**config.mk**
```make
export PLATFORM = sky130hd
export DESIGN_NAME = gamepad_report_to_key_events_flat
export DESIGN_NICKNAME = d
export VERILOG_FILES = /design/src/rtl/gpke_pkg.sv /design/src/rtl/gpke_if.sv /design/src/rtl/gpke_front.sv /design/src/rtl/gpke_fifo.sv /design/src/rtl/gpke_back.sv /design/src/rtl/gamepad_report_to_key_events.sv /design/src/flat_wrapper.sv
export VERILOG_INCLUDE_DIRS = /design/src /design/src/rtl
export SDC_FILE = /design/constraint.sdc
export NUM_CORES = 1
export LEC_CHECK = 0
export ABC_AREA = 1
export BUFFER_PORTS_ARGS = -buffer_cell sky130_fd_sc_hd__buf_4
export CORE_MARGIN = 5
export CORE_UTILIZATION = 40
export CTS_BUF_LIST = sky130_fd_sc_hd__clkbuf_2
export DETAILED_ROUTE_END_ITERATION = 10
export REMOVE_ABC_BUFFERS = 1
export SYNTH_ARGS = -nofsm -noshare
export SYNTH_HDL_FRONTEND = slang
export SYNTH_SLANG_ARGS = --single-unit
```
**constraint.sdc**
```tcl
create_clock -name clk -period 4.1 [get_ports clk]
set_input_delay 0.82 -clock clk [delete_from_list [all_inputs] [get_ports clk]]
set_output_delay 0.82 -clock clk [all_outputs]
set_load 0.01 [all_outputs]
```
**src/rtl/gamepad_report_to_key_events_macros.svh**
```systemverilog
// Assertion macros for the gamepad report to key events block.
// Has no dependencies. Files that check their own logic include this header.
`ifndef GAMEPAD_REPORT_TO_KEY_EVENTS_MACROS_SVH
`define GAMEPAD_REPORT_TO_KEY_EVENTS_MACROS_SVH

`ifndef SYNTHESIS
`define GPKE_ASSERT_NEVER(lbl, ck, rs, expr, msg) \
  lbl: assert property (@(posedge ck) disable iff (rs) !(expr)) else $error(msg);
`define GPKE_ASSERT_IMPLY(lbl, ck, rs, ante, cons, msg) \
  lbl: assert property (@(posedge ck) disable iff (rs) (ante) |-> (cons)) else $error(msg);
`define GPKE_ASSERT_NEXT(lbl, ck, rs, ante, cons, msg) \
  lbl: assert property (@(posedge ck) disable iff (rs) (ante) |=> (cons)) else $error(msg);
`else
`define GPKE_ASSERT_NEVER(lbl, ck, rs, expr, msg)
`define GPKE_ASSERT_IMPLY(lbl, ck, rs, ante, cons, msg)
`define GPKE_ASSERT_NEXT(lbl, ck, rs, ante, cons, msg)
`endif

`endif

```
**src/rtl/gpke_pkg.sv**
```systemverilog
// Shared constants, types and the key id lookup for the gamepad key event block.
// Has no dependencies; the RTL modules and the testbench refer to it by scoped names.
package gpke_pkg;

  localparam int NUM_BUTTONS = 12;
  localparam int NUM_DIRS    = 4;
  localparam int NUM_MAPPED  = 8;
  localparam int NUM_EVENTS  = NUM_DIRS + NUM_MAPPED;
  localparam int EV_IDX_W    = $clog2(NUM_EVENTS);
  localparam int BTN_IDX_W   = $clog2(NUM_MAPPED);
  localparam int RAW_BTN_W   = 16;

  localparam int FIFO_DEPTH  = 2;
  localparam int FIFO_AW     = $clog2(FIFO_DEPTH);
  localparam int FIFO_CW     = $clog2(FIFO_DEPTH + 1);

  localparam logic [7:0] AXIS_CENTER = 8'h7F;
  localparam logic [7:0] AXIS_MIN    = 8'h00;
  localparam logic [7:0] AXIS_MAX    = 8'hFF;

  // direction map bit positions
  localparam int DIR_UP    = 0;
  localparam int DIR_DOWN  = 1;
  localparam int DIR_LEFT  = 2;
  localparam int DIR_RIGHT = 3;

  localparam logic [6:0] DIR_CODE_BASE = 7'd9;
  localparam logic [6:0] BUTTON_IDS [NUM_MAPPED] =
    '{7'd4, 7'd3, 7'd2, 7'd1, 7'd5, 7'd6, 7'd8, 7'd7};

  // pend: events still to send, level: new held state of each event source
  typedef struct packed {
    logic [NUM_EVENTS-1:0] pend;
    logic [NUM_EVENTS-1:0] level;
  } entry_t;

  function automatic logic [6:0] event_id(input logic [EV_IDX_W-1:0] idx);
    logic [EV_IDX_W-1:0] b;
    begin
      b = idx - EV_IDX_W'(NUM_DIRS);
      if (idx < EV_IDX_W'(NUM_DIRS)) begin
        return DIR_CODE_BASE + 7'(idx);
      end
      return BUTTON_IDS[b[BTN_IDX_W-1:0]];
    end
  endfunction

endpackage

```
**src/rtl/gpke_if.sv**
```systemverilog
// Valid/ready channel interfaces: gamepad reports in, key events out.
// Has no dependencies.
interface gpke_report_if;
  logic       valid;
  logic       ready;
  logic [7:0] axis_horizontal;
  logic [7:0] axis_vertical;
  logic [7:0] button_low_byte;
  logic [7:0] button_high_byte;

  modport source (output valid, axis_horizontal, axis_vertical, button_low_byte,
                  button_high_byte, input ready);
  modport sink (input valid, axis_horizontal, axis_vertical, button_low_byte,
                button_high_byte, output ready);
endinterface

interface gpke_key_if;
  logic       valid;
  logic       ready;
  logic [7:0] key_code;
  logic       last_event;

  modport source (output valid, key_code, last_event, input ready);
  modport sink (input valid, key_code, last_event, output ready);
endinterface

```
**src/rtl/gpke_front.sv**
```systemverilog
// Front end: accepts reports, tracks direction map and button image,
// and builds a mask of pending events. Depends on gpke_pkg and gpke_if.
module gpke_front (
  input  logic              clk,
  input  logic              rst,
  gpke_report_if.sink       report,
  input  logic              q_full,
  output logic              push,
  output gpke_pkg::entry_t  push_entry
);

  logic [gpke_pkg::NUM_DIRS-1:0]    dir_map;
  logic [gpke_pkg::NUM_DIRS-1:0]    dir_map_next;
  logic [gpke_pkg::NUM_BUTTONS-1:0] button_image;
  logic [gpke_pkg::NUM_BUTTONS-1:0] img;
  logic [gpke_pkg::NUM_BUTTONS-1:0] chg;
  logic [gpke_pkg::RAW_BTN_W-1:0]   raw;
  logic                             accept;
  logic                             h_c, h_lo, h_hi, v_c, v_lo, v_hi;

  assign report.ready = !q_full;
  assign accept       = report.valid && report.ready;

  assign h_c  = report.axis_horizontal == gpke_pkg::AXIS_CENTER;
  assign h_lo = report.axis_horizontal == gpke_pkg::AXIS_MIN;
  assign h_hi = report.axis_horizontal == gpke_pkg::AXIS_MAX;
  assign v_c  = report.axis_vertical == gpke_pkg::AXIS_CENTER;
  assign v_lo = report.axis_vertical == gpke_pkg::AXIS_MIN;
  assign v_hi = report.axis_vertical == gpke_pkg::AXIS_MAX;

  always_comb begin
    dir_map_next = dir_map;
    if (h_c && v_c) begin
      dir_map_next = '0;
    end else begin
      if (h_c && v_lo) dir_map_next[gpke_pkg::DIR_UP]    = 1'b1;
      if (h_c && v_hi) dir_map_next[gpke_pkg::DIR_DOWN]  = 1'b1;
      if (h_lo && v_c) dir_map_next[gpke_pkg::DIR_LEFT]  = 1'b1;
      if (h_hi && v_c) dir_map_next[gpke_pkg::DIR_RIGHT] = 1'b1;
    end
  end

  assign raw = {4'b0000, report.button_high_byte, report.button_low_byte[7:4]};
  assign img = raw[gpke_pkg::NUM_BUTTONS-1:0];
  assign chg = img ^ button_image;

  assign push_entry.pend  = {chg[gpke_pkg::NUM_MAPPED-1:0], dir_map_next ^ dir_map};
  assign push_entry.level = {img[gpke_pkg::NUM_MAPPED-1:0], dir_map_next};
  assign push             = accept && (|push_entry.pend);

  always_ff @(posedge clk) begin
    if (rst) begin
      dir_map      <= '0;
      button_image <= '0;
    end else if (accept) begin
      dir_map      <= dir_map_next;
      button_image <= img;
    end
  end

endmodule

```
**src/rtl/gpke_fifo.sv**
```systemverilog
// Short queue of pending event masks between front and back ends.
// Depends on gpke_pkg and the assertion macro header.
`include "gamepad_report_to_key_events_macros.svh"

module gpke_fifo (
  input  logic              clk,
  input  logic              rst,
  input  logic              push,
  input  gpke_pkg::entry_t  push_entry,
  input  logic              pop,
  output gpke_pkg::entry_t  pop_entry,
  output logic              full,
  output logic              empty
);

  gpke_pkg::entry_t             mem [gpke_pkg::FIFO_DEPTH];
  logic [gpke_pkg::FIFO_AW-1:0] wr_ptr;
  logic [gpke_pkg::FIFO_AW-1:0] rd_ptr;
  logic [gpke_pkg::FIFO_CW-1:0] count;

  assign full      = count == gpke_pkg::FIFO_CW'(gpke_pkg::FIFO_DEPTH);
  assign empty     = count == '0;
  assign pop_entry = mem[rd_ptr];

  always_ff @(posedge clk) begin
    if (push) begin
      mem[wr_ptr] <= push_entry;
    end
  end

  always_ff @(posedge clk) begin
    if (rst) begin
      wr_ptr <= '0;
      rd_ptr <= '0;
      count  <= '0;
    end else begin
      if (push) wr_ptr <= wr_ptr + 1'b1;
      if (pop)  rd_ptr <= rd_ptr + 1'b1;
      if (push && !pop) begin
        count <= count + 1'b1;
      end else if (pop && !push) begin
        count <= count - 1'b1;
      end
    end
  end

  `GPKE_ASSERT_NEVER(a_no_overflow, clk, rst, push && full && !pop, "push into full queue")
  `GPKE_ASSERT_NEVER(a_no_underflow, clk, rst, pop && empty, "pop from empty queue")
  `GPKE_ASSERT_NEXT(a_count_up, clk, rst, push && !pop, count == $past(count) + 1'b1, "count did not rise")

endmodule

```
**src/rtl/gpke_back.sv**
```systemverilog
// Back end: walks the pending mask lowest event first and sends one key
// code per transaction through an output register. Depends on gpke_pkg, gpke_if.
module gpke_back (
  input  logic              clk,
  input  logic              rst,
  input  gpke_pkg::entry_t  q_entry,
  input  logic              q_empty,
  output logic              pop,
  gpke_key_if.source        keys
);

  gpke_pkg::entry_t                cur;
  logic [gpke_pkg::NUM_EVENTS-1:0] rest;
  logic [gpke_pkg::EV_IDX_W-1:0]   idx;
  logic                            busy;
  logic                            load_out;
  logic                            step;
  logic                            out_valid;
  logic [7:0]                      key_code;
  logic                            last_event;

  always_comb begin
    idx = '0;
    for (int i = gpke_pkg::NUM_EVENTS - 1; i >= 0; i--) begin
      if (cur.pend[i]) idx = gpke_pkg::EV_IDX_W'(i);
    end
  end

  assign busy     = |cur.pend;
  assign rest     = cur.pend & (cur.pend - 1'b1);
  assign load_out = !out_valid || keys.ready;
  assign step     = busy && load_out;
  assign pop      = !q_empty && (!busy || (step && rest == '0));

  always_ff @(posedge clk) begin
    if (rst) begin
      cur.pend  <= '0;
      out_valid <= 1'b0;
    end else begin
      if (pop) begin
        cur.pend  <= q_entry.pend;
        cur.level <= q_entry.level;
      end else if (step) begin
        cur.pend <= rest;
      end
      if (load_out) out_valid <= step;
    end
  end

  always_ff @(posedge clk) begin
    if (step) begin
      key_code   <= {~cur.level[idx], gpke_pkg::event_id(idx)};
      last_event <= rest == '0;
    end
  end

  assign keys.valid      = out_valid;
  assign keys.key_code   = key_code;
  assign keys.last_event = last_event;

endmodule

```
**src/rtl/gamepad_report_to_key_events.sv**
```systemverilog
// Top level of the gamepad report to key event converter.
// Depends on gpke_pkg, gpke_if, gpke_front, gpke_fifo and gpke_back.
//
//   channel  role    transaction
//   report   sink    one report: two axis bytes, two button bytes
//   keys     source  one key code with a last flag
//
// A report is taken while the two-entry queue has room; the back end
// sends one key code per cycle while keys.ready is high; a report
// causes zero to 12 key events. The first key code of a report passes
// the queue, the pending mask and the output register. Reports with
// no events leave no trace in the queue. Reset (rst, synchronous)
// clears held directions, button image, the queue and the output valid
// flag. A stall on keys fills the queue and then holds report.ready low.
module gamepad_report_to_key_events (
  input  logic        clk,
  input  logic        rst,
  gpke_report_if.sink report,
  gpke_key_if.source  keys
);

  gpke_pkg::entry_t push_entry;
  gpke_pkg::entry_t pop_entry;
  logic             push;
  logic             pop;
  logic             full;
  logic             empty;

  gpke_front u_front (
    .clk        (clk),
    .rst        (rst),
    .report     (report),
    .q_full     (full),
    .push       (push),
    .push_entry (push_entry)
  );

  gpke_fifo u_fifo (
    .clk        (clk),
    .rst        (rst),
    .push       (push),
    .push_entry (push_entry),
    .pop        (pop),
    .pop_entry  (pop_entry),
    .full       (full),
    .empty      (empty)
  );

  gpke_back u_back (
    .clk     (clk),
    .rst     (rst),
    .q_entry (pop_entry),
    .q_empty (empty),
    .pop     (pop),
    .keys    (keys)
  );

endmodule

```
**src/flat_wrapper.sv**
```systemverilog
// flat-port wrapper written by rule: the top's interface ports become plain ports
module gamepad_report_to_key_events_flat 
  (clk, rst, report_valid, report_axis_horizontal, report_axis_vertical, report_button_low_byte, report_button_high_byte, report_ready, keys_valid, keys_key_code, keys_last_event, keys_ready);
  gpke_report_if report_i ();
  gpke_key_if keys_i ();
  input  logic clk;
  input  logic rst;
  input wire logic [$bits(report_i.valid)-1:0] report_valid;
  input wire logic [$bits(report_i.axis_horizontal)-1:0] report_axis_horizontal;
  input wire logic [$bits(report_i.axis_vertical)-1:0] report_axis_vertical;
  input wire logic [$bits(report_i.button_low_byte)-1:0] report_button_low_byte;
  input wire logic [$bits(report_i.button_high_byte)-1:0] report_button_high_byte;
  output wire logic [$bits(report_i.ready)-1:0] report_ready;
  output wire logic [$bits(keys_i.valid)-1:0] keys_valid;
  output wire logic [$bits(keys_i.key_code)-1:0] keys_key_code;
  output wire logic [$bits(keys_i.last_event)-1:0] keys_last_event;
  input wire logic [$bits(keys_i.ready)-1:0] keys_ready;
  assign report_i.valid = report_valid;
  assign report_i.axis_horizontal = report_axis_horizontal;
  assign report_i.axis_vertical = report_axis_vertical;
  assign report_i.button_low_byte = report_button_low_byte;
  assign report_i.button_high_byte = report_button_high_byte;
  assign report_ready = report_i.ready;
  assign keys_valid = keys_i.valid;
  assign keys_key_code = keys_i.key_code;
  assign keys_last_event = keys_i.last_event;
  assign keys_i.ready = keys_ready;
  gamepad_report_to_key_events u_core (.clk(clk), .rst(rst), .report(report_i), .keys(keys_i));
endmodule
```
==> results.sh <==
export IMPL_die_w_microns=114.9
export IMPL_cts_htree_levels=3
export IMPL_layout_min_cycle_time_ps=2615
export IMPL_grtUsageMet3_pct=2.211
export IMPL_cts_buffers=9
export IMPL_yosys_register_bits=97
export IMPL_clk_path_buf_depth=2
export IMPL_rows=38
export IMPL_initial_core_util_pct=40.77
export IMPL_antenna_found_initial=0
export IMPL_yosys_top_cells_area="edfxtp_1 (46%), dfxtp_1 (14%), nand2_1 (7.1%), inv_1 (4.3%), nor2_1 (3.5%)"
export IMPL_slew_headroom_pct=44.89
export IMPL_overflow=0
export IMPL_synth_seq_area_share_pct=59.37
export IMPL_fin_crit_sh_pct=63.77
export IMPL_vdd_ir_drop_max_mv=0.2242
export IMPL_holdWs_ps=467.4
export IMPL_path_clk_slew_ps=270
export IMPL_antennaDiodeCount=0
export IMPL_end_kind="flip-flop"
export IMPL_p_seq_share_pct=43.6
export IMPL_combPwrFrac_pct=41.5
export IMPL_tns_ps=0
export IMPL_dieHeight_microns=114.9
export IMPL_io_pins=47
export IMPL_worst_setup_path_type="reg2reg"
export IMPL_fin_nets=516
export IMPL_grt_pass1_wl_microns=13990
export IMPL_critPathMaxFanout=21
export IMPL_rsz0062_at_grt="false"
export IMPL_vias=2970
export IMPL_synth_area_sq_mm=0.004400
export IMPL_hold_path_startpoint="report_button_high_byte[3]"
export IMPL_max_cap_violations=0
export IMPL_critPathArrivalTime_ps=3060
export IMPL_grt_busiest_layer="met2"
export IMPL_synth_top_area_share_pct=45.72
export IMPL_syn_to_final_growth_pct=12.28
export IMPL_p_per_area_mw_per_mm2=668.7
export IMPL_grt_max_degree=25
export IMPL_grt_pass1_vias=2929
export IMPL_post_drt_wl_per_cell_microns=13.32
export IMPL_yosysTopAreaCell="edfxtp_1"
export IMPL_antenna_left=0
export IMPL_clock_sinks=97
export IMPL_ctsHoldBuffers=0
export IMPL_power_leakage_nw=2.074
export IMPL_startpoint_type="flip-flop"
export IMPL_post_cts_buffers=0
export IMPL_drive_above_1_share_pct=19.92
export IMPL_tightest_slew_ps=824.6
export IMPL_slew_violations=0
export IMPL_die_area_sq_mm=0.01320
export IMPL_cts_repair_resize_count=0
export IMPL_cts_root_buf="clkbuf_2"
export IMPL_gr_usage_met2_pct=22.72
export IMPL_drc=0
export IMPL_cellInternalPower_w=0.001984
export IMPL_finClkSkew_ps=20.82
export IMPL_power_switching_w=0.001320
export IMPL_startpoint="u_core.u_back.cur[14]"
export IMPL_worstPathRequired_ps=4550
export IMPL_clkPwrFrac_pct=14.9
export IMPL_final_setup_viol_count=0
export IMPL_status="finished, final reports clean"
export IMPL_via_per_inst=4.775
export IMPL_first_pass_iters=4
export IMPL_ys_warn_count=0
export IMPL_switching_share_pct=39.94
export IMPL_clk_latency_ps=530
export IMPL_hp_class="in2reg"
export IMPL_netlist_instances=437
export IMPL_drt_iter0_markers=114
export IMPL_ys_types=36
export IMPL_portBuffers=36
export IMPL_avgSynthCellArea_sq_um=10.07
export IMPL_grt_usage_pct=13.48
export IMPL_place_hpwl_microns=5975
export IMPL_cts_tree="done"
export IMPL_timing_fmax_mhz=382.5
export IMPL_finalHoldViolCount=0
export IMPL_core_sq_mm=0.01079
export IMPL_routed_wl_microns=8286
export IMPL_gp_congestion=0.8277
export IMPL_grt_use_met1_pct=17.23
export IMPL_timing_rr_start="u_core.u_back.cur[14]"
[state kept, by name, indices dropped and copies added (netlist names), named ones only]
signal and flops:
u_core.u_fifo.rd_ptr 1, u_core.u_fifo.wr_ptr 1, u_core.u_front.button_image 8, u_core.u_back.keys.last_event 1, u_core.u_front.dir_map 4, u_core.u_back.keys.key_code 6
u_core.u_fifo.mem 48, u_core.u_fifo.count 2, u_core.u_back.keys.valid 1, u_core.u_back.cur 24
[synthesized netlist by cell type, drive strengths merged]
cell type,n
buf,6
o22ai,1
nor3,3
nor4,5
a211oi,1
conb,1
clkbuf,7
xor2,9
nand3,29
nor2,47
o21a,1
edfxtp,67
o21ai,32
dfxtp,30
nand2,87
nand4,5
a31oi,1
mux2i,11
inv,53
a21oi,22
ha,3
o31ai,1
mux2,13
nand3b,2
[metal layers]
layer | vias to the layer above | routed length [microns]
met1 | 1371 | 3714
met4 | 0 | 167
li1 | 1543 | -
met3 | 14 | 267
met2 | 42 | 4137
met5 | - | 0
[layout by cell type (no fill, tap or decap), types with 2 or more instances in the layout]
master and n:
ha_1 3, nand4_1 5, o21ai_0 27, nor4_1 5, nor2_4 2, nor3_1 3, xor2_1 9, nor2_2 5
nor2_1 40, mux2i_1 11, buf_4 40, inv_6 3, a21oi_2 8, inv_2 2, conb_1 3, clkbuf_2 9
o21ai_2 4, nand2_2 3, inv_1 50, a21oi_1 14, nand3_1 28, edfxtp_1 67, nand2_1 83, nand3b_1 2
mux2_2 13, dfxtp_1 30
[metrics by stage]
| step | worst slack [ps] | power (W) | utilization (%) | instance area (sq um) | std cells |
|---|---|---|---|---|---|
| final | 1485 | 0.003304 | 45.78 | 4941 | 622 |
| after global routing | 1230 | 0.003608 | 45.78 | 4941 | 622 |
| after global placement | 1078 | 0.002822 | 44.59 | 4812 | 606 |
| after detailed placement | 993.0 | 0.002856 | 44.59 | 4812 | 606 |
| after floorplan | 844.6 | 0.002466 | - | 4334 | 426 |
| after CTS | 1434 | 0.003350 | 45.78 | 4941 | 622 |
[power by group through the flow]
stage          Clock [W]  Combinational [W]  Sequential (W)
6_report        0.000491            0.00137         0.00144
5_1_grt         0.000558            0.00158         0.00147
4_1_cts         0.000513            0.00139         0.00144
3_5_place_dp           0            0.00139         0.00147
3_3_place_gp           0            0.00136         0.00146
2_1_floorplan          0           0.000981         0.00149
[cells by family after synthesis]
kind of cell    after synthesis  share of synthesized area, %
simple gates                178                         17.86
flops                        97                         59.37
buf+inv                      66                         6.255
compound gates               59                         7.962
mux                          24                         5.829
xor+xnor                      9                         1.791
fa+ha+maj                     3                        0.8531
other cells                   1                       0.08522
[critical path, cell delays in order, from the launching register on]
cell	delay (ps)
dfxtp_1	460
nor2_1	90
nand2_2	130
nor2_4	60
inv_2	70
nor2_1	70
nor2_1	550
inv_1	90
nand2_1	630
inv_1	210
nand3_1	120
nand2_1	60
[layout make-up]
| cell class | count | area, sq um |
|---|---|---|
| well taps | 140 | 175.2 |
| repair buffers | 40 | 300.3 |
| multi-input cells | 276 | 1523 |
| clock inverters | 7 | 83.83 |
| fillers | 1025 | 5852 |
| inverters | 53 | 201.4 |
| clock buffers | 9 | 45.04 |
| flip-flops and latches | 97 | 2613 |
[worst paths after layout]
check | cells after the start | to | slack, ps
worst min register to register | 1 | flip-flop | 480
worst min-delay path | 1 | u_core.u_fifo.mem[1][11] | 470
worst max register to register | 11 | u_core.u_back.cur[12] | 1490
worst max-delay path | 11 | u_core.u_back.cur[12] | 1490
Power figures use the tool's default switching activity.
